===== src/sv/bba_pkg.sv =====
// shared constants, types and command/status bundles for the bitmap block allocator
// no dependencies; imported by bba_ctrl, bba_datapath and bitmap_block_allocator_core
package bba_pkg;

  localparam int MAP_BITS  = 4096;
  localparam int WORD_BITS = 64;
  localparam int MAP_WORDS = (MAP_BITS + WORD_BITS - 1) / WORD_BITS;

  localparam int IDX_W  = $clog2(MAP_BITS);   // bit index into the map
  localparam int LIM_W  = IDX_W + 1;          // can hold MAP_BITS itself
  localparam int WA_W   = $clog2(MAP_WORDS);  // word address
  localparam int WCNT_W = WA_W + 1;           // can hold MAP_WORDS itself
  localparam int BIT_W  = $clog2(WORD_BITS);  // bit within a word

  localparam int BLK_W  = 32;
  localparam int SLIM_W = 13;
  localparam int CFG_IDX_W = 2;

  typedef enum logic [1:0] {
    ST_OK    = 2'd0,
    ST_FULL  = 2'd1,
    ST_RANGE = 2'd2,
    ST_FREE  = 2'd3
  } bba_status_t;

  localparam logic OP_ALLOC = 1'b0;
  localparam logic OP_FREE  = 1'b1;

  localparam logic [CFG_IDX_W-1:0] CFG_DATA_START   = 2'd0;
  localparam logic [CFG_IDX_W-1:0] CFG_LAST_BLOCK   = 2'd1;
  localparam logic [CFG_IDX_W-1:0] CFG_SEARCH_LIMIT = 2'd2;

  typedef struct packed {
    logic load_req;      // capture the input beat
    logic prep;          // clamp limit, range checks, clear scan counters
    logic scan;          // issue next word read and check previous one
    logic alloc_commit;  // final range check and write-back of found bit
    logic free_read;     // read the word holding the block to free
    logic free_commit;   // test and clear the bit
    logic set_full;      // result: no free block
    logic set_range;     // result: out of range
    logic out_load;      // move result into the output register
  } bba_cmd_t;

  typedef struct packed {
    logic is_free_op;
    logic lim_zero;
    logic scan_hit;
    logic scan_miss;
    logic range_bad;
  } bba_stat_t;

endpackage


===== src/sv/bba_ctrl.sv =====
// controller state machine of the bitmap block allocator
// sequences request capture, scan, commit and result hand-off; depends on bba_pkg
module bba_ctrl (
  input  logic               clk,
  input  logic               rst_n,
  input  logic               in_valid,
  output logic               in_ready,
  output logic               out_valid,
  input  logic               out_ready,
  input  bba_pkg::bba_stat_t stat,
  output bba_pkg::bba_cmd_t  cmd
);
  import bba_pkg::*;

  typedef enum logic [2:0] {
    S_IDLE,
    S_PREP,
    S_SCAN,
    S_ALLOC_CHK,
    S_FREE_RD,
    S_FREE_CHK,
    S_RESP
  } state_t;

  state_t state_r, state_nxt;
  logic   out_valid_r, out_valid_nxt;

  assign in_ready  = (state_r == S_IDLE);
  assign out_valid = out_valid_r;

  always_comb begin
    cmd           = '0;
    state_nxt     = state_r;
    out_valid_nxt = out_valid_r && !out_ready;
    unique case (state_r)
      S_IDLE: begin
        if (in_valid) begin
          cmd.load_req = 1'b1;
          state_nxt    = S_PREP;
        end
      end
      S_PREP: begin
        cmd.prep  = 1'b1;
        state_nxt = stat.is_free_op ? S_FREE_RD : S_SCAN;
      end
      S_SCAN: begin
        if (stat.lim_zero || stat.scan_miss) begin
          cmd.set_full = 1'b1;
          state_nxt    = S_RESP;
        end else if (stat.scan_hit) begin
          // scan strobe captures the found index and the updated word
          cmd.scan  = 1'b1;
          state_nxt = S_ALLOC_CHK;
        end else begin
          cmd.scan = 1'b1;
        end
      end
      S_ALLOC_CHK: begin
        cmd.alloc_commit = 1'b1;
        state_nxt        = S_RESP;
      end
      S_FREE_RD: begin
        if (stat.range_bad) begin
          cmd.set_range = 1'b1;
          state_nxt     = S_RESP;
        end else begin
          cmd.free_read = 1'b1;
          state_nxt     = S_FREE_CHK;
        end
      end
      S_FREE_CHK: begin
        cmd.free_commit = 1'b1;
        state_nxt       = S_RESP;
      end
      S_RESP: begin
        if (!out_valid_r || out_ready) begin
          cmd.out_load  = 1'b1;
          out_valid_nxt = 1'b1;
          state_nxt     = S_IDLE;
        end
      end
      default: state_nxt = S_IDLE;
    endcase
  end

  always_ff @(posedge clk) begin
    if (!rst_n) begin
      state_r     <= S_IDLE;
      out_valid_r <= 1'b0;
    end else begin
      state_r     <= state_nxt;
      out_valid_r <= out_valid_nxt;
    end
  end

endmodule


===== config.mk =====
export PLATFORM = sky130hd
export DESIGN_NAME = bba_ctrl
export DESIGN_NICKNAME = d
export VERILOG_FILES = /design/src/sv/bba_pkg.sv /design/src/sv/bba_ctrl.sv
export SDC_FILE = /design/constraint.sdc
export NUM_CORES = 1
export LEC_CHECK = 0
export BUFFER_PORTS_ARGS = -buffer_cell sky130_fd_sc_hd__buf_4
export CAP_MARGIN = 10
export CORE_AREA = 2 2 39 41
export DETAILED_ROUTE_END_ITERATION = 8
export DIE_AREA = 0 0 41 43
export GPL_ROUTABILITY_DRIVEN = 0
export PLACE_DENSITY_LB_ADDON = 0.08
export SKIP_CTS_REPAIR_TIMING = 1
export SKIP_LAST_GASP = 1
export SYNTH_ARGS = -nofsm -noshare
export SYNTH_HDL_FRONTEND = slang
export SYNTH_SLANG_ARGS = --single-unit

===== constraint.sdc =====
create_clock -name clk -period 1.65 [get_ports clk]
set_clock_uncertainty 0.05 [all_clocks]
set_input_delay 0.0825 -clock clk [delete_from_list [all_inputs] [get_ports clk]]
set_output_delay 0.0825 -clock clk [all_outputs]
set_load 0.01 [all_outputs]

======== Yosys cells after proc, flatten, opt, wreduce, memory -nomap -nowiden ========
Index checks and enable logic that the tools add are counted.
operators by class
  eq/ne operators ......................... 9
  multiplexer cells ....................... 24
  reductions and logical operators ........ 8
operators with widths
  kind                                                  count
  one-hot mux 3 bit (6 select lines)                    1
  2-to-1 mux 1 bit                                      17
  2-to-1 mux 3 bit                                      5
  equality test 3 bit (second input constant)           3
  equality test 3 x 2 -> 1 bit (second input constant)  2
  != test 2 bit (second input constant)                 2
  equality test 3 x 1 -> 1 bit (second input constant)  1
  logical NOT 3 bit                                     1
  != test 3 bit (second input constant)                 1
  AND reduction 3 bit                                   1
  logical NOT 1 bit                                     2
  logical OR 1 bit                                      2
  2-to-1 mux 2 bit                                      1
  OR reduction 2 bit                                    1
  logical AND 1 bit                                     1
word-level totals
  register bits ........................... 4
  bits of input ports ..................... 9
  output and inout bits ................... 11
  logic and storage cells ................. 43

======== Depth between registers and ports, before layout ========
  depth in word-level cells ............... 4
  gate-level depth with buffers ........... 4
  mapped depth without buffers ............ 3

======== Least setup slack after synthesis ========
No wires, ideal clock.
  path type ............................... reg2out
  start point ............................. register state_r[1]
  end point ............................... output port cmd[6] in the netlist's numbering
  arrival time ............................ 1.096 ns
  setup slack ............................. 0.421 ns
  cell stages (with the launch flop) ...... 4
  buffers on the path ..................... 1
  cell sequence ........................... dfxtp_1 -> buf_6 -> or3b_4 -> nor3_1
RTL lines
  item                      RTL line        source
  start: declaration        bba_ctrl.sv:25  state_t state_r, state_nxt;
  start signal: assignment  bba_ctrl.sv:91  state_r <= state_nxt;
  end: declaration          bba_ctrl.sv:11  output bba_pkg::bba_cmd_t cmd

==> metrics.yaml <==
synthSimpleGateAreaFrac_pct: 43.3
syn_nets: 49
design_area_um2: 497
avgViaCountPerCell: 4.56
clock-sinks: 4
final_common_cell: "buf_4"
syn2layout_area_growth_pct: 56.3
setup_viol: 0
p_leak_nw: 0.213
required_ns: 1.52
cp_max_fo: 11
hp-class: "input pin to flip-flop"
port_buffers: 19
clockRootBuffer: "clkbuf_4"
finalCritPeriodShare_pct: 93.4
grt_start_max_net_pins: 12
synth_compound_gate_area_share_pct: 20.5
start_util_pct: 23.0
clkLatencyLatePin_ns: 0.24
ys_types: 22
fin_ws_ns: 0.109
hpwl_um: 657
htree_levels: 1
ant_nets: 0
peakVddDrop_mv: 0.461
drive_gt1_share_pct: 44.3
die_y_um: 43
netlist_instances: 40
timing.fmax_mhz: 649
fin_crit_ns: 1.54
rsz0062_at_grt: "no"
cts.path.max_buffers: 2
cts_tree: "done"
antenna_found_initial: 0
fin_setup_tns_ns: 0
power_switching_uw: 229
pwr-share-comb_pct: 53.8
synth-seq-area-share_pct: 25.2
post-route-drc-count: 0
synthMuxAreaShare_pct: 3.15
p_int_uw: 382
drv_slew: 0
fp.coreArea_um2: 1380
pre_cts_ws_ns: 0.371
cp-start-kind: "flip-flop"
die_area_um2: 1760
drt_iter0_drc: 5
worstPathArrival_ns: 1.41
r2r-start: "state_r[2]"
p_per_area_nw_per_um2: 1230
tightest_slew_ns: 0.361
die_width_um: 41
cap_violations: 0
rows: 14
synth_xor_area_share_pct: 0
slew_headroom_pct: 75.9
wl_per_cell_um: 10.8
crit_type: "flip-flop to primary output"
synth_area_um2: 318
synthAdderAreaFrac_pct: 0
drt_pass1_iterations: 4
critPathLaunch: "state_r[2]"
seqPwrFrac_pct: 26.0
swShare_pct: 37.5
cts_buffers: 3
final_cell_mix: "21 x buf_4, 4 x nor3_1, 4 x nor2_1, 4 x dfxtp_1"
place_area_um2: 474
worstHoldStart: "rst_n"
overflow: 0
clk_transition_reported_paths_ns: 0.04
clkPwrFrac_pct: 20.2
grt_pass1_wl_um: 1260
io_pins: 20
grt_pass1_vias: 340
synth_top_family_by_area: "simple AND/OR/NAND/NOR gates"
diodes: 0
track_usage_pct: 10.6
synth.avg_cell_area_um2: 7.95
end_kind: "primary output"
nets: 72
ys_seq_elements: 4
final_hold_viol_count: 0
vias: 351
status: "complete, no violations"
drt_wl_total_um: 831
yosys_warnings: 0
==> logic make-up after synthesis <==
kind of cell           after synthesis
DFF                                  4
and+or+nand+nor                     22
AOI/OAI and AO/OA                    9
muxes                                1
buffers and inverters                4
==> final timing paths <==
| check | to | cells past startpoint | slack (ns) |
|---|---|---|---|
| max | cmd[6] | 3 | 0.11 |
| min | state_r[2] | 2 | 0.04 |
| max reg2reg | state_r[1] | 3 | 0.35 |
| min reg2reg | out_valid | 2 | 0.55 |
==> cells in the mapped netlist <==
cell | n | area (µm²)
dfxtp_1 | 4 | 80.1
nor2_1 | 4 | 15.0
nor3_1 | 4 | 20.0
nand2b_1 | 3 | 18.8
nor3b_1 | 3 | 22.5
o21ai_0 | 3 | 15.0
buf_2 | 2 | 10.0
nor2b_1 | 2 | 12.5
o31a_1 | 2 | 17.5
a21boi_0 | 1 | 7.51
a21oi_1 | 1 | 5.00
and2_1 | 1 | 6.26
and3_1 | 1 | 6.26
buf_6 | 1 | 11.3
inv_1 | 1 | 3.75
mux2i_1 | 1 | 10.0
nand3b_1 | 1 | 7.51
nor2_4 | 1 | 11.3
o22ai_2 | 1 | 12.5
o31ai_1 | 1 | 7.51
or3_1 | 1 | 6.26
or3b_4 | 1 | 11.3
==> through the flow <==
step           std cells  hold WS [ns]  utilization (%)  power (mW)
3_3_place_gp          74         0.279             34.3       0.497
2_1_floorplan         40         0.160                -       0.364
3_5_place_dp          74         0.284             34.3       0.490
6_report              77        0.0428             35.9       0.611
5_1_grt               77        0.0531             35.9       0.655
4_1_cts               77        0.0452             35.9       0.620
==> routing by layer <==
layer | GRT usage, % | share of wire, % | vias up
met4 | 10.0 | 0 | 0
li1 | - | - | 187
met2 | 16.9 | 52 | 11
met1 | 11.9 | 42 | 153
met5 | 0 | 0 | -
met3 | 0 | 5.8 | 0
==> final cells by class <==
cell class / count / area (µm²)
fillers: 155 / 887
multi-input cells: 32 / 213
repair buffers: 21 / 158
flip-flops and latches: 4 / 80.1
clock buffers: 3 / 22.5
well taps: 16 / 20.0
inverters: 1 / 3.75
==> worst max-delay path, cell delays in order, from the launching register on <==
cell	delay, ns
dfxtp_1	0.41
or3b_4	0.47
nor3_1	0.15
buf_4	0.15
==> state kept, by name, summed over array words and instances (netlist names) <==
register / flops
state_r: 3
out_valid: 1
==> power by group through the flow <==
| stage | logic [mW] | clock network [mW] | registers, mW |
|---|---|---|---|
| 3_5_place_dp | 0.331 | 0 | 0.159 |
| 4_1_cts | 0.333 | 0.129 | 0.158 |
| 6_report | 0.328 | 0.123 | 0.159 |
| 3_3_place_gp | 0.337 | 0 | 0.160 |
| 2_1_floorplan | 0.230 | 0 | 0.134 |
| 5_1_grt | 0.358 | 0.135 | 0.162 |
No activity file was read; power rests on OpenSTA's default activity.
